$ cat src/hdl/assert_macros.svh
// assertion macros shared by the maze search rtl
`ifndef ASSERT_MACROS_SVH
`define ASSERT_MACROS_SVH

`ifndef ASSERT_OFF
// property must hold at every clock edge outside reset
`define GMD_ASSERT(lbl, clk, rst, prop, msg) \
   lbl: assert property (@(posedge clk) disable iff (rst) (prop)) else $error(msg);
// condition must never be seen at a clock edge outside reset
`define GMD_NEVER(lbl, clk, rst, cond, msg) \
   lbl: assert property (@(posedge clk) disable iff (rst) !(cond)) else $error(msg);
`else
`define GMD_ASSERT(lbl, clk, rst, prop, msg)
`define GMD_NEVER(lbl, clk, rst, cond, msg)
`endif

`endif

$ cat src/hdl/gmd_pkg.sv
// types and constants of the maze depth-first path search
package gmd_pkg;

   localparam int COORD_W = 3;
   localparam int DIR_W   = 3;
   localparam int ORD_W   = 7;
   localparam int MARK_W  = 2;
   localparam int CSR_IDX_W = 3;

   typedef logic [COORD_W-1:0] coord_type;
   typedef logic [DIR_W-1:0]   dir_type;
   typedef logic [ORD_W-1:0]   ord_type;
   typedef logic [MARK_W-1:0]  mark_type;
   typedef logic [CSR_IDX_W-1:0] csr_idx_type;

   // cell marks
   localparam mark_type MARK_WALL = 2'd0;
   localparam mark_type MARK_OPEN = 2'd1;
   localparam mark_type MARK_FOOT = 2'd2;
   localparam mark_type MARK_DEAD = 2'd3;

   // search directions, tried in this order
   localparam dir_type DIR_DOWN  = 3'd1;
   localparam dir_type DIR_LEFT  = 3'd2;
   localparam dir_type DIR_UP    = 3'd3;
   localparam dir_type DIR_RIGHT = 3'd4;

   // request functions
   localparam logic FUNC_LOAD = 1'b0;
   localparam logic FUNC_RUN  = 1'b1;

   // register indexes
   localparam csr_idx_type CSR_START_ROW = 3'd0;
   localparam csr_idx_type CSR_START_COL = 3'd1;
   localparam csr_idx_type CSR_END_ROW   = 3'd2;
   localparam csr_idx_type CSR_END_COL   = 3'd3;

   // one stack entry
   typedef struct packed {
      coord_type row;
      coord_type col;
      dir_type   dir;
      ord_type   ord;
   } entry_type;

   // search end points
   typedef struct packed {
      coord_type start_row;
      coord_type start_col;
      coord_type end_row;
      coord_type end_col;
   } cfg_type;

endpackage

$ cat src/hdl/gmd_mark_ram.sv
// cell mark memory, every cell reads as a wall until written
module gmd_mark_ram #(
   parameter int DEPTH = 64,
   parameter int AW    = 6
) (
   input  logic               clock,
   input  logic               reset,
   input  logic               we,
   input  logic [AW-1:0]      waddr,
   input  gmd_pkg::mark_type  wdata,
   input  logic [AW-1:0]      raddr,
   output gmd_pkg::mark_type  rdata
);
   import gmd_pkg::*;

   mark_type          mem_ff [DEPTH];
   logic [DEPTH-1:0]  written_ff;
   mark_type          rd_mark_ff;
   logic              rd_written_ff;

   // storage array with registered read
   always_ff @(posedge clock) begin
      if (we) begin
         mem_ff[waddr] <= wdata;
      end
      rd_mark_ff <= mem_ff[raddr];
   end

   // written flags, cleared at once by reset
   always_ff @(posedge clock) begin
      if (reset) begin
         written_ff    <= '0;
         rd_written_ff <= 1'b0;
      end else begin
         if (we) begin
            written_ff[waddr] <= 1'b1;
         end
         rd_written_ff <= written_ff[raddr];
      end
   end

   assign rdata = rd_written_ff ? rd_mark_ff : MARK_WALL;

endmodule

$ cat src/hdl/gmd_stack_ram.sv
// path stack memory, one write and one registered read port
module gmd_stack_ram #(
   parameter int DEPTH = 64,
   parameter int AW    = 6
) (
   input  logic               clock,
   input  logic               we,
   input  logic [AW-1:0]      waddr,
   input  gmd_pkg::entry_type wdata,
   input  logic [AW-1:0]      raddr,
   output gmd_pkg::entry_type rdata
);
   import gmd_pkg::*;

   entry_type mem_ff [DEPTH];
   entry_type rd_ff;

   // storage array with registered read
   always_ff @(posedge clock) begin
      if (we) begin
         mem_ff[waddr] <= wdata;
      end
      rd_ff <= mem_ff[raddr];
   end

   assign rdata = rd_ff;

endmodule

$ cat src/hdl/gmd_search.sv
// search sequencer: cell loads, depth-first walk and path output
`include "assert_macros.svh"

module gmd_search #(
   parameter int GRID_SIDE   = 8,
   parameter int STACK_DEPTH = 64,
   parameter int CELL_AW     = 6,
   parameter int STK_AW      = 6
) (
   input  logic                clock,
   input  logic                reset,
   input  logic                start,
   output logic                busy,
   input  logic                req_func,
   input  gmd_pkg::coord_type  req_cell_row,
   input  gmd_pkg::coord_type  req_cell_col,
   input  logic                req_cell_open,
   input  gmd_pkg::cfg_type    cfg,
   output logic                mark_we,
   output logic [CELL_AW-1:0]  mark_waddr,
   output gmd_pkg::mark_type   mark_wdata,
   output logic [CELL_AW-1:0]  mark_raddr,
   input  gmd_pkg::mark_type   mark_rdata,
   output logic                stk_we,
   output logic [STK_AW-1:0]   stk_waddr,
   output gmd_pkg::entry_type  stk_wdata,
   output logic [STK_AW-1:0]   stk_raddr,
   input  gmd_pkg::entry_type  stk_rdata,
   output logic                rsp_strobe,
   output gmd_pkg::ord_type    rsp_step_order,
   output gmd_pkg::coord_type  rsp_path_row,
   output gmd_pkg::coord_type  rsp_path_col,
   output logic                rsp_found,
   output logic                rsp_last
);
   import gmd_pkg::*;

   localparam int CNT_W = $clog2(STACK_DEPTH + 1);
   localparam logic [CNT_W-1:0]   DEPTH_CNT = CNT_W'(STACK_DEPTH);
   localparam logic [COORD_W:0]   SIDE      = (COORD_W + 1)'(GRID_SIDE);
   localparam coord_type          EDGE_HI   = COORD_W'(GRID_SIDE - 1);

   // sequencer states
   localparam logic [2:0] S_IDLE  = 3'd0;
   localparam logic [2:0] S_LOOK  = 3'd1;
   localparam logic [2:0] S_CHECK = 3'd2;
   localparam logic [2:0] S_POP   = 3'd3;
   localparam logic [2:0] S_ERD   = 3'd4;
   localparam logic [2:0] S_EOUT  = 3'd5;

   logic [2:0]        state_ff, state_in;
   coord_type         cur_row_ff, cur_row_in;
   coord_type         cur_col_ff, cur_col_in;
   logic              cur_off_ff, cur_off_in;
   logic [CNT_W-1:0]  cnt_ff, cnt_in;
   ord_type           step_ff, step_in;
   logic [STK_AW-1:0] emit_idx_ff, emit_idx_in;
   logic              strobe_ff, strobe_in;
   ord_type           ord_ff, ord_in;
   coord_type         prow_ff, prow_in;
   coord_type         pcol_ff, pcol_in;
   logic              found_ff, found_in;
   logic              last_ff, last_in;

   logic [CNT_W-1:0]  cnt_m1;
   logic              passable;
   logic              at_goal;
   logic              fail_now;
   dir_type           next_dir;

   function automatic logic in_grid(coord_type r, coord_type c);
      return ({1'b0, r} < SIDE) && ({1'b0, c} < SIDE);
   endfunction

   function automatic logic [CELL_AW-1:0] cell_addr(coord_type r, coord_type c);
      return CELL_AW'(int'(r) * GRID_SIDE + int'(c));
   endfunction

   // neighbour in a direction, with a flag for leaving the grid
   function automatic logic [2*COORD_W:0] step_cell(coord_type r, coord_type c,
                                                   dir_type d);
      coord_type nr;
      coord_type nc;
      logic      off;
      nr  = r;
      nc  = c;
      off = 1'b0;
      case (d)
         DIR_DOWN: begin
            nr  = r + 1'b1;
            off = (r == EDGE_HI);
         end
         DIR_LEFT: begin
            nc  = c - 1'b1;
            off = (c == '0);
         end
         DIR_UP: begin
            nr  = r - 1'b1;
            off = (r == '0);
         end
         default: begin
            nc  = c + 1'b1;
            off = (c == EDGE_HI);
         end
      endcase
      return {off, nr, nc};
   endfunction

   assign cnt_m1   = cnt_ff - CNT_W'(1);
   assign passable = !cur_off_ff && (mark_rdata == MARK_OPEN);
   assign at_goal  = (cur_row_ff == cfg.end_row) && (cur_col_ff == cfg.end_col);
   assign next_dir = stk_rdata.dir + 1'b1;

   // sequencer next state and memory port control
   always_comb begin
      state_in    = state_ff;
      cur_row_in  = cur_row_ff;
      cur_col_in  = cur_col_ff;
      cur_off_in  = cur_off_ff;
      cnt_in      = cnt_ff;
      step_in     = step_ff;
      emit_idx_in = emit_idx_ff;
      strobe_in   = 1'b0;
      ord_in      = ord_ff;
      prow_in     = prow_ff;
      pcol_in     = pcol_ff;
      found_in    = found_ff;
      last_in     = last_ff;
      fail_now    = 1'b0;

      mark_we       = 1'b0;
      mark_waddr    = cell_addr(cur_row_ff, cur_col_ff);
      mark_wdata    = MARK_FOOT;
      mark_raddr    = cell_addr(cur_row_ff, cur_col_ff);
      stk_we        = 1'b0;
      stk_waddr     = cnt_ff[STK_AW-1:0];
      stk_wdata.row = cur_row_ff;
      stk_wdata.col = cur_col_ff;
      stk_wdata.dir = DIR_DOWN;
      stk_wdata.ord = step_ff;
      stk_raddr     = cnt_m1[STK_AW-1:0];

      unique case (state_ff)
         S_IDLE: begin
            if (start) begin
               if (req_func == FUNC_LOAD) begin
                  mark_we    = in_grid(req_cell_row, req_cell_col);
                  mark_waddr = cell_addr(req_cell_row, req_cell_col);
                  mark_wdata = req_cell_open ? MARK_OPEN : MARK_WALL;
               end else begin
                  cur_row_in = cfg.start_row;
                  cur_col_in = cfg.start_col;
                  cur_off_in = !in_grid(cfg.start_row, cfg.start_col);
                  cnt_in     = '0;
                  step_in    = ORD_W'(1);
                  state_in   = S_LOOK;
               end
            end
         end
         S_LOOK: begin
            state_in = S_CHECK;
         end
         S_CHECK: begin
            if (passable) begin
               // enter the cell: footprint, then push unless the stack is full
               mark_we = 1'b1;
               if (cnt_ff == DEPTH_CNT) begin
                  fail_now = 1'b1;
               end else begin
                  stk_we = 1'b1;
                  cnt_in = cnt_ff + CNT_W'(1);
                  if (at_goal) begin
                     emit_idx_in = cnt_ff[STK_AW-1:0];
                     state_in    = S_ERD;
                  end else begin
                     {cur_off_in, cur_row_in, cur_col_in} =
                        step_cell(cur_row_ff, cur_col_ff, DIR_DOWN);
                     step_in  = step_ff + ORD_W'(1);
                     state_in = S_LOOK;
                  end
               end
            end else if (cnt_ff != '0) begin
               cnt_in   = cnt_m1;
               state_in = S_POP;
            end else begin
               fail_now = 1'b1;
            end
         end
         S_POP: begin
            if ((stk_rdata.dir == DIR_RIGHT) && (cnt_ff != '0)) begin
               // exhausted cell: mark dead and pop the one below
               mark_we    = 1'b1;
               mark_waddr = cell_addr(stk_rdata.row, stk_rdata.col);
               mark_wdata = MARK_DEAD;
               cnt_in     = cnt_m1;
            end else if (stk_rdata.dir != DIR_RIGHT) begin
               // try the next direction from this cell
               stk_we        = 1'b1;
               stk_wdata     = stk_rdata;
               stk_wdata.dir = next_dir;
               cnt_in        = cnt_ff + CNT_W'(1);
               {cur_off_in, cur_row_in, cur_col_in} =
                  step_cell(stk_rdata.row, stk_rdata.col, next_dir);
               state_in = S_LOOK;
            end else begin
               fail_now = 1'b1;
            end
         end
         S_ERD: begin
            stk_raddr = emit_idx_ff;
            state_in  = S_EOUT;
         end
         S_EOUT: begin
            strobe_in = 1'b1;
            ord_in    = stk_rdata.ord;
            prow_in   = stk_rdata.row;
            pcol_in   = stk_rdata.col;
            found_in  = 1'b1;
            last_in   = (emit_idx_ff == '0);
            if (emit_idx_ff == '0) begin
               cnt_in   = '0;
               state_in = S_IDLE;
            end else begin
               emit_idx_in = emit_idx_ff - 1'b1;
               state_in    = S_ERD;
            end
         end
         default: begin
            state_in = S_IDLE;
         end
      endcase

      // failed search gives a single word with found clear
      if (fail_now) begin
         strobe_in = 1'b1;
         ord_in    = '0;
         prow_in   = '0;
         pcol_in   = '0;
         found_in  = 1'b0;
         last_in   = 1'b1;
         cnt_in    = '0;
         state_in  = S_IDLE;
      end
   end

   // control registers
   always_ff @(posedge clock) begin
      if (reset) begin
         state_ff  <= S_IDLE;
         cnt_ff    <= '0;
         step_ff   <= ORD_W'(1);
         strobe_ff <= 1'b0;
      end else begin
         state_ff  <= state_in;
         cnt_ff    <= cnt_in;
         step_ff   <= step_in;
         strobe_ff <= strobe_in;
      end
   end

   // walk position and result word
   always_ff @(posedge clock) begin
      cur_row_ff  <= cur_row_in;
      cur_col_ff  <= cur_col_in;
      cur_off_ff  <= cur_off_in;
      emit_idx_ff <= emit_idx_in;
      ord_ff      <= ord_in;
      prow_ff     <= prow_in;
      pcol_ff     <= pcol_in;
      found_ff    <= found_in;
      last_ff     <= last_in;
   end

   assign busy           = (state_ff != S_IDLE);
   assign rsp_strobe     = strobe_ff;
   assign rsp_step_order = ord_ff;
   assign rsp_path_row   = prow_ff;
   assign rsp_path_col   = pcol_ff;
   assign rsp_found      = found_ff;
   assign rsp_last       = last_ff;

   // checks
   `GMD_ASSERT(a_cnt_bound, clock, reset, cnt_ff <= DEPTH_CNT, "stack count past depth")
   `GMD_ASSERT(a_word_from_run, clock, reset, strobe_ff |-> $past(state_ff != S_IDLE), "result word without a run")
   `GMD_ASSERT(a_last_ends_run, clock, reset, (strobe_ff && last_ff) |-> (state_ff == S_IDLE), "run still going after last word")
   `GMD_NEVER(a_no_mark_in_emit, clock, reset, mark_we && ((state_ff == S_ERD) || (state_ff == S_EOUT)), "cell mark written while sending the path")

endmodule

$ cat src/hdl/grid_maze_dfs_path.sv
// Maze path search top level: registers, mark memory, path stack, sequencer.
// Load word: accepted from idle with no result, and the block stays idle, ready for the next word.
// Run word: each cell probe passes S_LOOK then S_CHECK, each stack pop passes S_POP,
// and each path word sent passes S_ERD then S_EOUT.
// Results go out one per strobe and cannot be held off; busy is high throughout a run.
// Reset: synchronous; all cells read as walls at once, ends at (0,0) and (7,7).
module grid_maze_dfs_path #(
   parameter int GRID_SIDE   = 8,
   parameter int STACK_DEPTH = 64
) (
   input  logic                   clock,
   input  logic                   reset,
   input  logic                   start,
   output logic                   busy,
   input  logic                   req_func,
   input  gmd_pkg::coord_type     req_cell_row,
   input  gmd_pkg::coord_type     req_cell_col,
   input  logic                   req_cell_open,
   output logic                   rsp_strobe,
   output gmd_pkg::ord_type       rsp_step_order,
   output gmd_pkg::coord_type     rsp_path_row,
   output gmd_pkg::coord_type     rsp_path_col,
   output logic                   rsp_found,
   output logic                   rsp_last,
   input  logic                   csr_we,
   input  gmd_pkg::csr_idx_type   csr_index,
   input  gmd_pkg::coord_type     csr_wdata
);
   import gmd_pkg::*;

   localparam int CELLS   = GRID_SIDE * GRID_SIDE;
   localparam int CELL_AW = $clog2(CELLS);
   localparam int STK_AW  = $clog2(STACK_DEPTH);

   cfg_type             cfg_ff;
   logic                mark_we;
   logic [CELL_AW-1:0]  mark_waddr;
   mark_type            mark_wdata;
   logic [CELL_AW-1:0]  mark_raddr;
   mark_type            mark_rdata;
   logic                stk_we;
   logic [STK_AW-1:0]   stk_waddr;
   entry_type           stk_wdata;
   logic [STK_AW-1:0]   stk_raddr;
   entry_type           stk_rdata;

   // search end point registers
   always_ff @(posedge clock) begin
      if (reset) begin
         cfg_ff.start_row <= 3'd0;
         cfg_ff.start_col <= 3'd0;
         cfg_ff.end_row   <= 3'd7;
         cfg_ff.end_col   <= 3'd7;
      end else if (csr_we) begin
         unique case (csr_index)
            CSR_START_ROW: cfg_ff.start_row <= csr_wdata;
            CSR_START_COL: cfg_ff.start_col <= csr_wdata;
            CSR_END_ROW:   cfg_ff.end_row   <= csr_wdata;
            CSR_END_COL:   cfg_ff.end_col   <= csr_wdata;
            default: ;
         endcase
      end
   end

   // cell marks
   gmd_mark_ram #(
      .DEPTH (CELLS),
      .AW    (CELL_AW)
   ) u_mark_ram (
      .clock (clock),
      .reset (reset),
      .we    (mark_we),
      .waddr (mark_waddr),
      .wdata (mark_wdata),
      .raddr (mark_raddr),
      .rdata (mark_rdata)
   );

   // path stack
   gmd_stack_ram #(
      .DEPTH (STACK_DEPTH),
      .AW    (STK_AW)
   ) u_stack_ram (
      .clock (clock),
      .we    (stk_we),
      .waddr (stk_waddr),
      .wdata (stk_wdata),
      .raddr (stk_raddr),
      .rdata (stk_rdata)
   );

   // sequencer
   gmd_search #(
      .GRID_SIDE   (GRID_SIDE),
      .STACK_DEPTH (STACK_DEPTH),
      .CELL_AW     (CELL_AW),
      .STK_AW      (STK_AW)
   ) u_search (
      .clock          (clock),
      .reset          (reset),
      .start          (start),
      .busy           (busy),
      .req_func       (req_func),
      .req_cell_row   (req_cell_row),
      .req_cell_col   (req_cell_col),
      .req_cell_open  (req_cell_open),
      .cfg            (cfg_ff),
      .mark_we        (mark_we),
      .mark_waddr     (mark_waddr),
      .mark_wdata     (mark_wdata),
      .mark_raddr     (mark_raddr),
      .mark_rdata     (mark_rdata),
      .stk_we         (stk_we),
      .stk_waddr      (stk_waddr),
      .stk_wdata      (stk_wdata),
      .stk_raddr      (stk_raddr),
      .stk_rdata      (stk_rdata),
      .rsp_strobe     (rsp_strobe),
      .rsp_step_order (rsp_step_order),
      .rsp_path_row   (rsp_path_row),
      .rsp_path_col   (rsp_path_col),
      .rsp_found      (rsp_found),
      .rsp_last       (rsp_last)
   );

endmodule
$ cat config.mk
export PLATFORM = sky130hd
export DESIGN_NAME = grid_maze_dfs_path
export DESIGN_NICKNAME = d
export VERILOG_FILES = /design/src/hdl/gmd_pkg.sv /design/src/hdl/gmd_mark_ram.sv /design/src/hdl/gmd_stack_ram.sv /design/src/hdl/gmd_search.sv /design/src/hdl/grid_maze_dfs_path.sv
export VERILOG_INCLUDE_DIRS = /design/src /design/src/hdl
export SDC_FILE = /design/constraint.sdc
export NUM_CORES = 2
export LEC_CHECK = 0
export ABC_AREA = 0
export BUFFER_PORTS_ARGS = -buffer_cell sky130_fd_sc_hd__buf_2
export CORE_MARGIN = 2
export CORE_UTILIZATION = 35
export CTS_CLUSTER_DIAMETER = 200
export DETAILED_ROUTE_END_ITERATION = 10
export PLACE_DENSITY = 0.56
export REMOVE_ABC_BUFFERS = 1
export SYNTH_ARGS = -nofsm -noshare
export SYNTH_HDL_FRONTEND = slang
export SYNTH_SLANG_ARGS = --single-unit
$ cat constraint.sdc
create_clock -name clock -period 7 [get_ports clock]
set_input_delay 1.4 -clock clock [delete_from_list [all_inputs] [get_ports clock]]
set_output_delay 1.4 -clock clock [all_outputs]
set_load 0.1 [all_outputs]
### Word level (Yosys, flattened, before mapping)

Memories as Yosys holds them, arrays and structs flattened. A register that Yosys moved wholly into a read port is not among the register bits.
Cells that the tools add are included.

* register bits: 123
* bits in latches: 0
* bits in writable memories: 1152
* ROM bits: 0
* output and inout port bits: 17
* memories: 2

Memory list
* u_stack_ram.mem_ff: words 64, width 16, rd ports 1, clocked after Yosys merged registers in 1, write ports 1, RTL line gmd_stack_ram.sv:15 `entry_type mem_ff [DEPTH];`
* u_mark_ram.mem_ff: words 64, width 2, rd ports 1, clocked after Yosys merged registers in 1, write ports 1, RTL line gmd_mark_ram.sv:16 `mark_type mem_ff [DEPTH];`

* add/subtract/negate cells: 13
* $mul: 0
* div/mod/pow operators: 0
* order comparisons: 3
* eq/ne operators: 33
* shifts and indexed selects: 0
* multiplexer cells: 94
* bitwise gates (word level): 1
* reductions and logical operators: 29

Operators with widths (number)
* two-way mux 7 bit: 13
* OR 64 bit: 1
* two-way mux 3 bit: 20
* two-way mux 16 bit: 3
* two-way mux 6 bit: 8
* two-way mux 1 bit: 30
* case mux 7 bit (4 select lines): 1
* case mux 6 bit (2 select lines): 2
* adder 6 x 3 -> 6 bit: 3
* == test 3 x 2 -> 1 bit (second input constant): 6
* == test 3 bit (second input constant): 6
* case mux 3 bit (2 select lines): 3
* case mux 3 bit (6 select lines): 1
* adder 7 x 1 -> 7 bit (second input constant): 2
* less-than comparator 6 x 7 -> 1 bit (second input constant): 2
* case mux 7 bit (2 select lines): 1
* adder 3 x 1 -> 3 bit (second input constant): 4
* logical NOT 3 bit: 4
* != test 2 bit (second input constant): 6
* AND reduction 6 bit: 2
* AND reduction 5 bit: 2
* == test 3 x 1 -> 1 bit (second input constant): 3
* case mux 1 bit (3 select lines): 3
* case mux 3 bit (3 select lines): 1
* 26 further kinds: 46

### Depth between registers and ports, before layout

* depth in word-level cells: 9
* mapped depth: 14

### By module

From an unflattened synthesis, not the netlist that was laid out.

* cells, all modules: 2877
* area total of the unflattened synthesis: 51727.1 µm²

By module, submodules not included
* gmd_stack_ram: times used 1, cells an instance 1829, area an instance 40042.2 µm², sequential area each 31069.8 µm²
* gmd_mark_ram: times used 1, cells an instance 559, area an instance 7786.2 µm², sequential area each 5185.0 µm²
* gmd_search: times used 1, cells an instance 442, area an instance 3383.2 µm², sequential area each 1051.0 µm²
* grid_maze_dfs_path: times used 1, cells an instance 47, area an instance 515.5 µm², sequential area each 240.2 µm²

### Worst setup path before layout

No wires, ideal clock.

* kind: flip-flop to flip-flop
* start point: register u_search.state_ff[1]
* end point: memory u_stack_ram.mem_ff[0][10] in the netlist's numbering, data pin
* arrival: 3546 ps
* required time: 6297 ps
* path slack: 2751 ps
* cell stages (with the launch flop): 5
* buffers on the path: 1
* clock period less this slack: 4249 ps
* cells stage by stage: dfxtp_1 -> clkbuf_1 -> nor2b_1 -> nand3_1 -> o21ai_0

RTL lines
* from (decl): RTL line gmd_search.sv:51 `logic [2:0] state_ff, state_in;`
* from (signal assigned): RTL line gmd_search.sv:254 `state_ff <= state_in;`
* to (decl): RTL line gmd_stack_ram.sv:15

### Worst setup path in the final report

* start point: register u_search.state_ff[2]
* end point: register, netlist name u_stack_ram.rdata[13]

* word-level cells in the longest chain between the ends: 2

RTL lines
* == test 3 bit: RTL line gmd_search.sv:143 `unique case (state_ff)`
* two-way mux 6 bit: RTL line gmd_search.sv:143

No other way between the ends.
A chain may end at the register's enable or synchronous reset.

==> impl_metrics.csv <==
group,metric,value,unit
yosys,synthTopCellsByArea,"edfxtp_1 69%, mux4_2 14%, dfxtp_1 5.1%",
yosys,ys_async_sr_fraction,0,%
yosys,synth_cell_types,66,
setup_path,rrSetupSlack,2.28,ns
cts,clk_latency,0.77,ns
setup_path,cp.arrival,5.37,ns
cts,cts_max_path_buffers,3,
grt,grt_max_degree,155,
routing,drtPass1Iterations,7,
yosys,synth-seq-cells,1293,
setup_path,cp_num_buf_inv,2,
power_and_ir_drop,power_density,359,nW/um2
sta,rsz0062_at_grt,"no",
yosys,syn_area,50500,um2
sta,worstMarginPinSlew,1.29,ns
power_and_ir_drop,clockPowerShare,34.5,%
min_path,min_path_cells,2,
routing,drt_iter0_markers,2878,
finish,layout-area-overhead-vs-synth,14.6,%
setup_path,worstPathCellList,"nor3b_2 -> nand2_1 -> o21ai_4 -> buf_12 -> buf_4 -> mux4_2 -> o22ai_1 -> or4_1 -> nor2_1",
place,hpwl,77.5,mm
cts,cts_setup_buffers,0,
sta,min_period_over_period,67.4,%
yosys,synth_edf_count,1165,
sta,max_freq,212,MHz
setup_path,slowest_delay,0.94,ns
routing,totalWireLength,130,mm
finish,fin_util,40.3,%
setup_path,crit_type,"register to register",
grt,grt_pass1_wl,189,mm
die,die_area,147000,um2
die,dieHeight,384,um
yosys,synth-seq-area-share,74.4,%
power_and_ir_drop,finalPower,20.8,mW
power_and_ir_drop,sw_frac_of_total,29.7,%
setup_path,crit_slowest_cell,"nor3b_2",
setup_path,cp_max_fo,62,
finish,nFillCells,12724,
die,die_w,384,um
routing,drc,0,
grt,gr-total-overflow,0,
finish,drive_above_1_share,24.8,%
grt,antenna_found_initial,2,
min_path,hold_start,"u_search.rsp_step_order[0]",
yosys,synth.avg_cell_area,19.0,um2
cts,cts_hold_buf,0,
place,portBuffers,34,
cts,cts_tree,"yes",
run,drv_cap,0,
setup_path,critical_path.top_delay_family,"simple AND/OR/NAND/NOR gates",
power_and_ir_drop,p_int,14.6,mW
power_and_ir_drop,ir_drop,0.000413,V
yosys,synth_flop_cell,"edfxtp_1",
finish,layout_common_cells,"1165 x edfxtp_1, 318 x mux4_2, 237 x nor2_1",
routing,drtAntennaViolNets,0,
finish,antenna_cells,0,
sta,slew_headroom,14.0,%
outcome,status,"complete, no violations",
grt,grtUsageTotal,17.6,%
cts,post_cts_resized,0,
sta,finalMaxSlewViolations,0,
cts,root_buffer,"clkbuf_16",
setup_path,timing.rr.start,"u_search.state_ff[2]",
cts,clkTransAtPathRegs,0.06,ns
sta,worst_clock_skew,0.0507,ns
power_and_ir_drop,pwr-share-seq,44.2,%
power_and_ir_drop,combPwrFrac,21.3,%
min_path,worst_hold_path.endpoint,"u_search.rsp_step_order[0]",
power_and_ir_drop,switchingPower,6.17,mW
yosys,synth_top_area_share,69.3,%
setup_path,reg2reg_depth,9,
routing,wl_per_cell,27.0,um
sta,hold_viol_final,0,
yosys,ys_warn_count,0,
grt,grt_pass1_vias,26623,
cts,h-tree-depth,4,
routing,viasPerCell,5.49,
setup_path,cp_data_required_time,7.65,ns
cts,clock_sinks,1293,
routing,vias,26377,
die,io-pin-count,35,
sta,min_period,4.72,ns
die,initial_core_util,35.2,%
yosys,synth_top_area_cell,"edfxtp_1",
cts,cts-buffers-inserted,138,
die,rows,139,
power_and_ir_drop,p_leak,17.8,nW
setup_path,r2r-end,"u_stack_ram.rdata[13]",
sta,finalSetupViolations,0,
finish,layout.nets,2823,
finish,final_common_cell,"edfxtp_1",
setup_path,cp-end-kind,"register",
place,place_congestion,0.844,
setup_path,start_kind,"register",
min_path,hold_path_class,"register to register",
yosys,netlist_instances,2655,
die,core,143000,um2
==> power by group through the flow <==
stage	Clock [mW]	Combinational (mW)	Sequential [mW]
6_report	7.16	4.42	9.19
5_1_grt	7.60	4.73	9.20
4_1_cts	7.31	4.44	9.18
3_5_place_dp	0	4.43	9.34
3_3_place_gp	0	4.37	9.33
2_1_floorplan	0	3.82	9.27
==> synthesized netlist by cell type (6+ instances only) <==
library cell and instances:
a211oi_1 6, buf_2 57, ha_1 11, dfxtp_1 128
edfxtp_1 1165, nor3_1 13, o21ba_2 12, mux2i_1 9
nand2_1 105, nand3_1 26, or4_1 33, inv_1 17
nor2_1 247, nor2b_1 9, nor3_2 10, or2_2 6
xnor2_1 19, and2_1 6, o32ai_1 19, buf_1 8
and3_1 9, o21ai_1 14, clkbuf_1 72, mux4_2 318
o21ai_0 24, xor2_1 8, or3_1 8, o22ai_1 115
nand2b_1 10, a21oi_1 86, nor3b_1 7, a211o_1 7
==> how the worst max path moves through the flow <==
stage,cells after the start,startpoint,to
after detailed placement,10,u_search.state_ff[2],u_stack_ram.rdata[7]
after global placement,10,u_search.state_ff[2],u_stack_ram.rdata[7]
after floorplan,6,u_search.state_ff[0],u_stack_ram.rdata[0]
after CTS,10,u_search.state_ff[2],u_stack_ram.rdata[7]
final,9,u_search.state_ff[2],u_stack_ram.rdata[13]
after global routing,10,u_search.state_ff[2],u_stack_ram.rdata[7]
==> worst min-delay path, delay by kind of cell (launching register included) <==
kind	cells	cell delay [ns]
DFF	1	0.31
AOI/OAI and AO/OA	1	0.05
and+or+nand+nor	1	0.05
==> through the flow <==
stage	area [um2]	setup TNS (ns)	hold slack (ns)	setup slack [ns]	std cells
after floorplan	49800	-260.04	0.431	-16.25	2516
after global placement	53400	0	0.442	2.42	4554
after detailed placement	53400	0	0.454	2.26	4554
after CTS	57800	0	0.469	2.25	4804
after global routing	57800	0	0.490	1.91	4805
final	57800	0	0.460	2.28	4805
==> per-layer routing <==
layer | GRT usage [%] | share of wire (%)
met5 | 0 | 0
met4 | 5.31 | 2.5
met3 | 3.40 | 7.4
met2 | 27.8 | 48
met1 | 24.8 | 42
==> registers in the layout, summed over array words and instances, names as in the netlist <==
| name | flops |
|---|---|
| u_search.rsp_strobe | 1 |
| u_mark_ram.mem_ff | 128 |
| u_search.rsp_last | 1 |
| u_search.cur_col_ff | 3 |
| u_mark_ram.rd_written_ff | 1 |
| u_search.cur_off_ff | 1 |
| u_search.rsp_path_row | 3 |
| u_search.cnt_ff | 7 |
| cfg_ff | 12 |
| u_search.rsp_path_col | 3 |
| u_stack_ram.rdata | 16 |
| u_search.emit_idx_ff | 6 |
| u_search.rsp_found | 1 |
| u_search.rsp_step_order | 7 |
| u_stack_ram.mem_ff | 1024 |
| u_search.step_ff | 7 |
| u_mark_ram.rd_mark_ff | 2 |
| u_search.state_ff | 3 |
| u_search.cur_row_ff | 3 |
| u_mark_ram.written_ff | 64 |
==> cells by family after synthesis <==
group	synth area share, %
compound gates	4.23
xor+xnor	0.469
buf+inv	1.34
fa+ha+maj	0.352
flops	74.4
mux	14.4
simple gates	4.80
==> cell type report <==
type	instances	area (um2)	share of cell area, %
Clock buffer	176	3630	6.27
Clock inverter	74	816	1.41
Inverter	18	67.6	0.117
Multi-Input combinational cell	1205	12400	21.4
Sequential cell	1293	37500	64.9
Tap cell	1903	2380	4.12
Timing Repair Buffer	136	998	1.73
Power figures use the tool's default switching activity.
